===== src/rtl/smm_pkg.sv =====
// Package for the small matrix multiply block.
// Holds the sequencer state type and the fixed field widths.
// No dependencies.
package smm_pkg;

    // Fixed widths of the request and result fields
    localparam int ELEM_W = 16;
    localparam int PROD_W = 2 * ELEM_W;
    localparam int SUM_W  = 33;
    localparam int IDX_W  = 2;

    // Sequencer states
    typedef enum logic [2:0] {
        ST_LOAD,
        ST_FETCH,
        ST_MULT,
        ST_ACCUM,
        ST_OUT
    } state_t;

endpackage


===== src/rtl/smm_ram.sv =====
// Generic single-write, single-read RAM with a registered read port.
// Used for both operand stores of the matrix multiplier.
// No dependencies.
module smm_ram #(
    parameter int WIDTH = 16,
    parameter int DEPTH = 12
) (
    input  logic                             clk,
    input  logic                             wr_en,
    input  logic [$clog2(DEPTH > 1 ? DEPTH : 2)-1:0] wr_addr,
    input  logic [WIDTH-1:0]                 wr_data,
    input  logic [$clog2(DEPTH > 1 ? DEPTH : 2)-1:0] rd_addr,
    output logic [WIDTH-1:0]                 rd_data
);

    logic [WIDTH-1:0] mem_reg [DEPTH];
    logic [WIDTH-1:0] rd_data_reg;

    // Write port
    always_ff @(posedge clk)
    begin
        if (wr_en)
        begin
            mem_reg[wr_addr] <= wr_data;
        end
    end

    // Registered read port
    always_ff @(posedge clk)
    begin
        rd_data_reg <= mem_reg[rd_addr];
    end

    assign rd_data = rd_data_reg;

endmodule


===== src/rtl/small_matrix_multiply.sv =====
// Small matrix multiply: top level. Loads A then B, then streams A*B.
// Depends on smm_pkg and smm_ram.
//
// Send ROWS*INNER elements of A, then INNER*COLS elements of B, both in
// row-major order; element_ready stays high through the load. The request
// that completes B starts the product pass: every entry of A*B is produced in
// row-major order, with its row, its column and a flag on the final entry.
// For each inner term the operands are fetched from the two operand RAMs,
// passed once through the single shared 16x16 multiplier and accumulated;
// the entry is then presented until the consumer takes it. No element
// request is taken until the last product entry has been delivered. Sums
// wrap at 33 bits; at the default 4x3 by 3x4 sizes nothing overflows.
module small_matrix_multiply #(
    parameter int ROWS  = 4,
    parameter int INNER = 3,
    parameter int COLS  = 4
) (
    input  logic                               clk,
    input  logic                               rst_n,
    input  logic                               element_valid,
    output logic                               element_ready,
    input  logic signed [smm_pkg::ELEM_W-1:0]  element_value,
    output logic                               product_valid,
    input  logic                               product_ready,
    output logic signed [smm_pkg::SUM_W-1:0]   product_value,
    output logic [smm_pkg::IDX_W-1:0]          row_index,
    output logic [smm_pkg::IDX_W-1:0]          col_index,
    output logic                               last_result
);

    import smm_pkg::*;

    localparam int LEFT_COUNT  = ROWS * INNER;
    localparam int RIGHT_COUNT = INNER * COLS;
    localparam int TOTAL_COUNT = LEFT_COUNT + RIGHT_COUNT;
    localparam int LW = $clog2(LEFT_COUNT > 1 ? LEFT_COUNT : 2);
    localparam int BW = $clog2(RIGHT_COUNT > 1 ? RIGHT_COUNT : 2);
    localparam int PW = $clog2(TOTAL_COUNT > 1 ? TOTAL_COUNT : 2);
    localparam int RW = $clog2(ROWS > 1 ? ROWS : 2);
    localparam int CW = $clog2(COLS > 1 ? COLS : 2);
    localparam int KW = $clog2(INNER > 1 ? INNER : 2);

    state_t state_reg, state_next;

    logic [PW-1:0] pos_reg, pos_next;
    logic [RW-1:0] row_reg, row_next;
    logic [CW-1:0] col_reg, col_next;
    logic [KW-1:0] k_reg, k_next;

    logic signed [PROD_W-1:0] prod_reg;
    logic signed [SUM_W-1:0]  acc_reg, acc_next;

    logic              in_fire;
    logic              out_fire;
    logic              k_last;
    logic              row_last;
    logic              col_last;
    logic              load_left;
    logic              wr_left;
    logic              wr_right;
    logic [LW-1:0]     left_wr_addr;
    logic [BW-1:0]     right_wr_addr;
    logic [LW-1:0]     left_rd_addr;
    logic [BW-1:0]     right_rd_addr;
    logic [ELEM_W-1:0] left_rd_data;
    logic [ELEM_W-1:0] right_rd_data;

    assign in_fire  = element_valid && element_ready;
    assign out_fire = product_valid && product_ready;
    assign k_last   = (k_reg == KW'(INNER - 1));
    assign row_last = (row_reg == RW'(ROWS - 1));
    assign col_last = (col_reg == CW'(COLS - 1));

    // Store addressing during load
    assign load_left     = (pos_reg < PW'(LEFT_COUNT));
    assign wr_left       = in_fire && load_left;
    assign wr_right      = in_fire && !load_left;
    assign left_wr_addr  = LW'(pos_reg);
    assign right_wr_addr = BW'(pos_reg - PW'(LEFT_COUNT));

    // Operand addressing during the product pass: A[r][k], B[k][c]
    assign left_rd_addr  = LW'(row_reg * INNER + k_reg);
    assign right_rd_addr = BW'(k_reg * COLS + col_reg);

    smm_ram #(
        .WIDTH (ELEM_W),
        .DEPTH (LEFT_COUNT)
    ) u_left_ram (
        .clk     (clk),
        .wr_en   (wr_left),
        .wr_addr (left_wr_addr),
        .wr_data (element_value),
        .rd_addr (left_rd_addr),
        .rd_data (left_rd_data)
    );

    smm_ram #(
        .WIDTH (ELEM_W),
        .DEPTH (RIGHT_COUNT)
    ) u_right_ram (
        .clk     (clk),
        .wr_en   (wr_right),
        .wr_addr (right_wr_addr),
        .wr_data (element_value),
        .rd_addr (right_rd_addr),
        .rd_data (right_rd_data)
    );

    // Next state
    always_comb
    begin
        state_next = state_reg;
        unique case (state_reg)
            ST_LOAD:
            begin
                if (in_fire && pos_reg == PW'(TOTAL_COUNT - 1))
                begin
                    state_next = ST_FETCH;
                end
            end
            ST_FETCH:
            begin
                state_next = ST_MULT;
            end
            ST_MULT:
            begin
                state_next = ST_ACCUM;
            end
            ST_ACCUM:
            begin
                state_next = k_last ? ST_OUT : ST_FETCH;
            end
            ST_OUT:
            begin
                if (out_fire)
                begin
                    state_next = (row_last && col_last) ? ST_LOAD : ST_FETCH;
                end
            end
            default:
            begin
                state_next = ST_LOAD;
            end
        endcase
    end

    // Outputs and counter updates
    always_comb
    begin
        element_ready = 1'b0;
        product_valid = 1'b0;
        pos_next      = pos_reg;
        row_next      = row_reg;
        col_next      = col_reg;
        k_next        = k_reg;
        acc_next      = acc_reg;
        unique case (state_reg)
            ST_LOAD:
            begin
                element_ready = 1'b1;
                if (in_fire)
                begin
                    if (pos_reg == PW'(TOTAL_COUNT - 1))
                    begin
                        pos_next = '0;
                        row_next = '0;
                        col_next = '0;
                        k_next   = '0;
                    end
                    else
                    begin
                        pos_next = pos_reg + 1'b1;
                    end
                end
            end
            ST_FETCH, ST_MULT:
            begin
            end
            ST_ACCUM:
            begin
                // first inner term starts a fresh sum
                acc_next = (k_reg == '0 ? '0 : acc_reg)
                           + SUM_W'(prod_reg);
                if (!k_last)
                begin
                    k_next = k_reg + 1'b1;
                end
            end
            ST_OUT:
            begin
                product_valid = 1'b1;
                if (out_fire)
                begin
                    k_next = '0;
                    if (col_last)
                    begin
                        col_next = '0;
                        row_next = row_reg + 1'b1;
                    end
                    else
                    begin
                        col_next = col_reg + 1'b1;
                    end
                end
            end
            default:
            begin
            end
        endcase
    end

    // Control registers
    always_ff @(posedge clk or negedge rst_n)
    begin
        if (!rst_n)
        begin
            state_reg <= ST_LOAD;
            pos_reg   <= '0;
            row_reg   <= '0;
            col_reg   <= '0;
            k_reg     <= '0;
        end
        else
        begin
            state_reg <= state_next;
            pos_reg   <= pos_next;
            row_reg   <= row_next;
            col_reg   <= col_next;
            k_reg     <= k_next;
        end
    end

    // Shared multiplier and accumulator
    always_ff @(posedge clk)
    begin
        if (state_reg == ST_MULT)
        begin
            prod_reg <= $signed(left_rd_data) * $signed(right_rd_data);
        end
        acc_reg <= acc_next;
    end

    // Result fields
    assign product_value = acc_reg;
    assign row_index     = IDX_W'(row_reg);
    assign col_index     = IDX_W'(col_reg);
    assign last_result   = row_last && col_last;

endmodule


===== config.mk =====
export PLATFORM = sky130hd
export DESIGN_NAME = small_matrix_multiply
export DESIGN_NICKNAME = d
export VERILOG_FILES = /design/src/rtl/smm_pkg.sv /design/src/rtl/smm_ram.sv /design/src/rtl/small_matrix_multiply.sv
export SDC_FILE = /design/constraint.sdc
export NUM_CORES = 1
export LEC_CHECK = 0
export CORE_MARGIN = 5
export CORE_UTILIZATION = 41
export CTS_CLUSTER_SIZE = 25
export DETAILED_ROUTE_END_ITERATION = 10
export DONT_BUFFER_PORTS = 1
export GPL_TIMING_DRIVEN = 0
export PLACE_DENSITY = 0.61
export SLEW_MARGIN = 20
export SYNTH_ARGS = -nofsm -noshare
export SYNTH_HDL_FRONTEND = slang
export SYNTH_SLANG_ARGS = --single-unit

===== constraint.sdc =====
create_clock -name clk -period 5.65 [get_ports clk]
set_clock_uncertainty 0.15 [all_clocks]
set_input_delay 0.8475 -clock clk [delete_from_list [all_inputs] [get_ports clk]]
set_output_delay 0.8475 -clock clk [all_outputs]
set_load 0.005 [all_outputs]

# After elaboration in Yosys (flattened, before gate mapping)

Memories as Yosys holds them, arrays and structs flattened. A register that Yosys moved wholly into a read port is not among the register bits.
Index checks and enable logic that the tools add are counted.

Register bits: 79
Bits in writable memories: 384
Input port bits: 20
Output and inout bits: 40
Logic and storage cells: 74
Memories kept: 2

$add $sub $neg: 8
$mul: 2
Magnitude comparators: 1
Equal/unequal tests: 14
Muxes and demuxes: 24
Reductions and logical operators: 16

Memories:

| name                | words | bits a word | read ports | clocked after memory_dff | wr ports | line          | RTL |
|---|---|---|---|---|---|---|---|
| u_left_ram.mem_reg  | 12    | 16          | 1          | 1                        | 1        | smm_ram.sv:16 | `logic [WIDTH-1:0] mem_reg [DEPTH];` |
| u_right_ram.mem_reg | 12    | 16          | 1          | 1                        | 1        | smm_ram.sv:16 |  |

Operators by type and width:

| kind                                                        | number |
|---|---|
| adder 33 bit                                                | 1 |
| 2-to-1 mux 33 bit                                           | 1 |
| multiplier 16 x 16 -> 32 bit                                | 1 |
| 2-to-1 mux 2 bit                                            | 8 |
| one-hot mux 3 bit (5 select lines)                          | 1 |
| != test 2 bit (second input constant)                       | 6 |
| AND reduction 5 bit                                         | 2 |
| 2-to-1 mux 3 bit                                            | 3 |
| adder 4 x 2 -> 4 bit                                        | 2 |
| one-hot mux 2 bit (2 select lines)                          | 2 |
| 2-to-1 mux 1 bit                                            | 7 |
| adder 2 x 1 -> 2 bit (second input constant)                | 3 |
| equality test 2 bit (second input constant)                 | 3 |
| equality test 3 x 2 -> 1 bit (second input constant)        | 2 |
| logical AND 1 bit                                           | 6 |
| one-hot mux 2 bit (3 select lines)                          | 1 |
| adder 5 x 1 -> 5 bit (second input constant)                | 1 |
| equality test 5 bit (second input constant)                 | 1 |
| less-than comparator 5 x 4 -> 1 bit (second input constant) | 1 |
| 2-to-1 mux 5 bit                                            | 1 |
| multiplier 2 x 2 -> 4 bit (second input constant)           | 1 |
| AND reduction 2 bit                                         | 2 |
| AND reduction 4 bit                                         | 1 |
| subtractor 4 bit (second input constant)                    | 1 |
| other kinds (7)                                             | 7 |

# Logic depth before layout (Yosys ltp)

Gate-level depths: netlist of the first run.

Depth after elaboration: 6
Depth in mapped cells: 24

# By module

Synthesis of the first run repeated with hierarchy kept, for this count alone.

Cell total of the unflattened synthesis: 2166
Area, all modules: 29497.0 sq um

Modules (own cells, without submodules):

| module                | times used | cells an instance | area each (sq um) | sequential area each (sq um) |
|---|---|---|---|---|
| smm_ram               | 2          | 342               | 7609.8            | 6085.8 |
| small_matrix_multiply | 1          | 1482              | 14277.4           | 2302.2 |

# Least setup slack after synthesis of the first run

OpenSTA, ideal clock, no wires.

Kind: register to register
From: register u_left_ram.rd_data_reg[10] (netlist: u_left_ram.rd_data[10]), read port of u_left_ram.mem_reg
To: register prod_reg[30], data pin
Library setup time: 258 ps
Data arrival time: 5797 ps
Setup slack: -555 ps
Cell stages (with the launch flop): 20
Period minus slack after synthesis: 6205 ps
Cell sequence: dfxtp_1 clkbuf_1 nand2_1 fa_1 fa_1 fa_1 fa_1 inv_1 fa_1 fa_1 ha_1 a21o_1 a21o_1 a211o_1 a211oi_2 o221ai_1 a2111oi_2 o31ai_1 a21oi_1 xnor2_1

Longest elaborated chain between the ends: 1

Ends and longest elaborated chain:

| item                         | line                         | RTL |
|---|---|---|
| start: declaration           | smm_ram.sv:17                | `logic [WIDTH-1:0] rd_data_reg;` |
| multiplier 16 x 16 -> 32 bit | small_matrix_multiply.sv:238 | `prod_reg <= $signed(left_rd_data) * $signed(right_rd_data);` |
| end signal: assignment       | small_matrix_multiply.sv:238 |  |
| end: declaration             | small_matrix_multiply.sv:50  | `logic signed [PROD_W-1:0] prod_reg;` |

No other way between the ends.
A chain may end at the register's enable or synchronous reset.

# Final worst setup path of the first run

From: register u_right_ram.rd_data_reg[4] (netlist: u_right_ram.rd_data[4]), read port of u_right_ram.mem_reg
To: register prod_reg[30], data pin

Longest elaborated chain between the ends: 1

Ends and longest elaborated chain:

| item                         | line |
|---|---|
| start: declaration           | smm_ram.sv:17 |
| multiplier 16 x 16 -> 32 bit | small_matrix_multiply.sv:238 |

No other way between the ends.

==> results.cfg, run 1 <==
[worst_setup_path]
path_buf_inv = 3
critPathKind = reg2reg
crit_slowest_cell = fa_1
slowest_delay_ps = 550
cp-start-kind = flop
startpoint = u_right_ram.rd_data[4]
cp.arrival_ps = 6390
cpMostUsedCell = fa_1
critPathTopFamily = adder cells
required_ps = 5840
crit_chain = buf_8, and2_4, fa_1, inv_2, fa_1, fa_1, fa_1, inv_1, fa_1, fa_1, ha_4, a21o_1, a21o_1, a211o_1, a211oi_4, o221ai_4, a2111oi_4, o31ai_1, a21oi_1, xnor2_1
end_kind = flop
reg2reg_from = u_right_ram.rd_data[4]
path_max_fanout = 5

[layout]
drive_above_1_share = 0.197
filler_cell_count = 6162
n_antenna_cell = 0
final_nets = 2750
multi_input_area_mm2 = 0.0144
register_area_mm2 = 0.0146
area_delta_synth_final_pct = 16.9

[hold_path]
min-delay-start = element_value[10]
hold_path.class = in2reg

[global_route]
grt_util_all_layers = 0.181
overflow = 0
grt_pass1_vias = 18300
grt_pass1_wl_um = 109000
grt_max_degree = 25
antenna_found_initial = 1

[synthesis]
synth_top_area_frac = 0.454
synth_fp_nets = 2588
yosysTopAreaCell = edfxtp_1
ys_ff_latch = 495
yosysMostFrequentCell = edfxtp_1
synth.distinct_cells = 72
synth_area_per_cell_um2 = 13.6
synth_edf_count = 449
netlist_instances = 2179
synth_common_cells = edfxtp_1, inv_1, fa_1
yosys_warnings = 0
yosysSeqAreaShare = 0.488
ys.flop_type = edfxtp_1
ys_top_cells_by_area = edfxtp_1, fa_1, mux4_2
async_reset_ff_frac = 0.0283
syn_area_mm2 = 0.0297

[cts]
clock-sinks = 495
root_buffer = clkbuf_16
clk_latency_ps = 620
path_clk_slew_ps = 70
htree_levels = 2
cts_tree = built
clk_path_buf_depth = 3
cts_buffers = 51

[flow_run]
drv_cap = 0

[drt]
postRouteAntennaNets = 0
wl_um = 70600
wire_per_inst_um = 21.2
firstDrtPassIters = 5
drc = 0
drt_iter0_drc = 1196
post_drt_via_cell_ratio = 5.17
dr_total_vias = 17200

[floorplan]
floorplan.initialDensity = 0.414
rows = 98
fp.dieH_um = 279
fp.dieW_um = 279
core_mm2 = 0.0716
boundaryPins = 60
die_area_mm2 = 0.0779

[sta]
period_share = 1.10
hold_slack_ps = 178
finalSetupViolations = 15
timing.fmax_mhz = 161
grt_setup_unrepaired = true
postLayoutSetupSlackWorst_ps = -550
max_slew.worst_pin.slew_ps = 972
hold_viol = 0
slew_viol_final = 0
min_period_ps = 6200
slew_headroom = 0.352
fin_tns_setup_ps = -4500

[status]
violations = negative setup slack
status = finished with violations

[placed_design]
io_buffers = 0
place_congestion = 0.940
dp_hpwl_um = 50700
stage by stage:
step	util	area, µm²	worst slack (ps)	cells
CTS	0.479	34300	-567	3307
global placement	0.435	31200	-1250	3129
detailed placement	0.438	31400	-1290	3143
global route	0.484	34700	-752	3333
finish	0.484	34700	-550	3333
floorplan	-	30000	-357	2179
layout make-up:
| cell class | instances | share of cell area |
|---|---|---|
| Buffer | 71 | 0.0212 |
| Clock buffer | 73 | 0.0406 |
| Clock inverter | 22 | 0.00707 |
| Inverter | 303 | 0.0328 |
| Multi-Input combinational cell | 1309 | 0.414 |
| Sequential cell | 495 | 0.420 |
| Tap cell | 950 | 0.0343 |
| Timing Repair Buffer | 110 | 0.0298 |
routing by layer:
layer | global-route usage | share of wire | up-vias | wire length, µm
li1 | - | - | 7814 | -
met1 | 0.256 | 0.44 | 8836 | 31100
met2 | 0.295 | 0.47 | 487 | 33300
met3 | 0.0302 | 0.057 | 106 | 4030
met4 | 0.0489 | 0.030 | 2 | 2110
met5 | 0 | 0.00018 | - | 13
cell families (layout without fill, tap and decap cells):
| logic type | Yosys count | in the layout | synth area share |
|---|---|---|---|
| XOR/XNOR | 63 | 63 | 0.0186 |
| multiplexers | 114 | 114 | 0.0789 |
| AND/OR/NAND/NOR | 530 | 530 | 0.0869 |
| buffers and inverters | 375 | 579 | 0.0476 |
| adder cells (fa/ha/maj) | 389 | 389 | 0.231 |
| AO/OA/AOI/OAI | 213 | 213 | 0.0492 |
| flip-flops | 495 | 495 | 0.488 |
worst register-to-register path: cells and delay by family, from the launching register on:
kind	cells	cell delay (ps)
AND/OR/NAND/NOR	1	140
XOR/XNOR	1	80
flip-flops	1	360
buffers and inverters	3	230
AO/OA/AOI/OAI	8	1760
adder cells (fa/ha/maj)	7	3220
layout by cell type, fill, tap and decap left out, types with 14 or more instances in the layout:
cell	instances
a21oi_1	51
nor3_1	15
nor2_1	84
xnor2_1	46
buf_6	27
nand2_1	181
fa_1	253
a21o_1	27
dfrtp_1	14
o21ai_0	30
inv_1	288
clkbuf_1	43
edfxtp_1	449
clkbuf_8	14
nor2b_1	39
ha_1	106
clkbuf_16	68
a31oi_1	20
dfxtp_4	27
mux2i_1	18
mux4_2	96
and2_1	125
xor2_1	17
buf_4	75
repair_timing:
action | in CTS | in global routing
hold buffers | 1 | 0
hold endpoints to repair | 14 | 0
setup buffers | 67 | 26
gates cloned | 2 | 2
pin swaps | 67 | 48
gates resized for setup | 157 | 56
endpoints found under the setup margin | 24 | 24
path summary, 6_finish.rpt:
path | depth (start not counted) | endpoint | slack, ps
min in group asynchronous | 1 | pos_reg[1] | 590
setup / recovery | 20 | prod_reg[30] | -550
max in group asynchronous | 1 | k_reg[1] | 4270
hold reg to reg | 1 | product_value[0] | 400
setup reg to reg | 20 | prod_reg[30] | -550
hold / removal | 0 | u_left_ram.mem_reg[0][10] | 180
Power of run 1 is left out: the tool's default activity adds up to more than one toggle a clock period on the data nets, which glitch-free logic cannot reach.
==> inputs of run 2 (changes only) <==
Settings changed: BUFFER_PORTS_ARGS from default to -buffer_cell sky130_fd_sc_hd__buf_4, DONT_BUFFER_PORTS 1 to default, PLACE_DENSITY 0.61 to 0.62, SKIP_LAST_GASP from default to 1.
==> run 2 against run 1 <==
Effect of this change: the flow still finishes with violations (negative setup slack); via count rose by 0.69%; die area did not move; worst setup slack got worse by 42 ps; critical path depth stayed put; routed wire length decreased by 2.8%; maximum frequency decreased by 0.67%; flip-flop and latch count stayed put; sequential share of layout area is 0.26 points lower.
==> results.cfg, run 2 (same netlist as run 1, synthesis figures left out) <==
[floorplan]
floorplan.initialDensity = 0.414
die_area_mm2 = 0.0779
fp.dieW_um = 279
fp.dieH_um = 279
core_mm2 = 0.0716
rows = 98
boundaryPins = 60

[drt]
firstDrtPassIters = 5
drc = 0
wire_per_inst_um = 20.4
drt_iter0_drc = 1050
wl_um = 68600
dr_total_vias = 17400
post_drt_via_cell_ratio = 5.16
postRouteAntennaNets = 0

[global_route]
grt_max_degree = 25
grt_pass1_wl_um = 107000
grt_util_all_layers = 0.176
antenna_found_initial = 0
grt_pass1_vias = 18400
overflow = 0

[cts]
clk_path_buf_depth = 3
htree_levels = 2
path_clk_slew_ps = 60
cts_tree = built
root_buffer = clkbuf_16
cts_buffers = 50
clock-sinks = 495
clk_latency_ps = 620

[layout]
drive_above_1_share = 0.206
final_core_util = 0.487
final_nets = 2782
area_delta_synth_final_pct = 17.5
register_area_mm2 = 0.0146
final_cell_mix = edfxtp_1, inv_1, fa_1
instances_no_fill = 3364
multi_input_area_mm2 = 0.0143
final_common_cell = edfxtp_1
filler_cell_count = 6199

[sta]
finalSetupViolations = 18
fin_tns_setup_ps = -5780
min_period_ps = 6240
slew_headroom = 0.369
max_slew.worst_pin.slew_ps = 946
slew_viol_final = 0
timing.fmax_mhz = 160
postLayoutSetupSlackWorst_ps = -592
hold_viol = 0
grt_setup_unrepaired = true
period_share = 1.10

[hold_path]
hold_path.class = in2reg

[placed_design]
place_congestion = 0.915
dp_hpwl_um = 49800
dp_cells = 3202
dp_slack_ps = -1320
io_buffers = 59

[status]
violations = negative setup slack
status = finished with violations

[worst_setup_path]
regToRegSetupSlack_ps = -590
critPathKind = reg2reg
path_max_fanout = 10
cp-start-kind = flop
cp.arrival_ps = 6410
required_ps = 5820
end_kind = flop

[flow_run]
drv_cap = 0
run 2: layout make-up:
type,instances,share of cell area
clock inverters,23,0.00603
well taps,950,0.0341
flip-flops and latches,495,0.418
plain buffers,71,0.0182
repair buffers,143,0.0383
inverters,303,0.0326
clock buffers,69,0.0415
diodes,1,0.0000717
multi-input cells,1309,0.411
run 2: worst paths after layout:
path / startpoint / endpoint / cells after the start
worst max register to register: u_left_ram.rd_data[4] / prod_reg[30] / 20
min in group asynchronous: rst_n / row_index[1] / 2
worst min register to register: prod_reg[0] / product_value[0] / 1
worst min-delay path: product_ready / state_reg[2] / 2
max in group asynchronous: rst_n / state_reg[1] / 2
worst max-delay path: u_left_ram.rd_data[4] / prod_reg[30] / 20
run 2: worst max-delay path: stages (launching register included):
cell and delay [ps]:
dfxtp_2 400, clkbuf_8 210, and2_1 160, fa_1 480
inv_1 50, fa_1 430, fa_1 530, fa_1 490
inv_1 50, fa_1 440, fa_1 540, ha_4 210
a21o_1 170, a21o_1 180, a211o_1 310, a211oi_4 270
o221ai_4 170, a2111oi_4 380, o31ai_2 110, a21oi_1 180
xnor2_1 70
run 2: per-layer routing:
metal,up-vias,track usage,part of all wire
li1,7883,-,-
met1,8847,0.241,0.43
met2,527,0.296,0.48
met3,107,0.0273,0.061
met4,0,0.0491,0.026
met5,-,0,0
run 2: stage by stage:
stage               area (µm²)  hold WS [ps]
floorplan                30000           349
global placement         31600           392
detailed placement       31900           410
CTS                      34700           254
global route             34900           286
finish                   34900           288
run 2: what timing repair did:
item | in CTS | in global routing
hold buffers | 1 | 0
setup endpoints to repair | 24 | 26
hold endpoints to repair | 14 | 0
cloned | 1 | 0
gates resized for setup | 152 | 33
setup buffers | 59 | 12
pin swaps | 54 | 34
Power of run 2 is left out for the same reason.
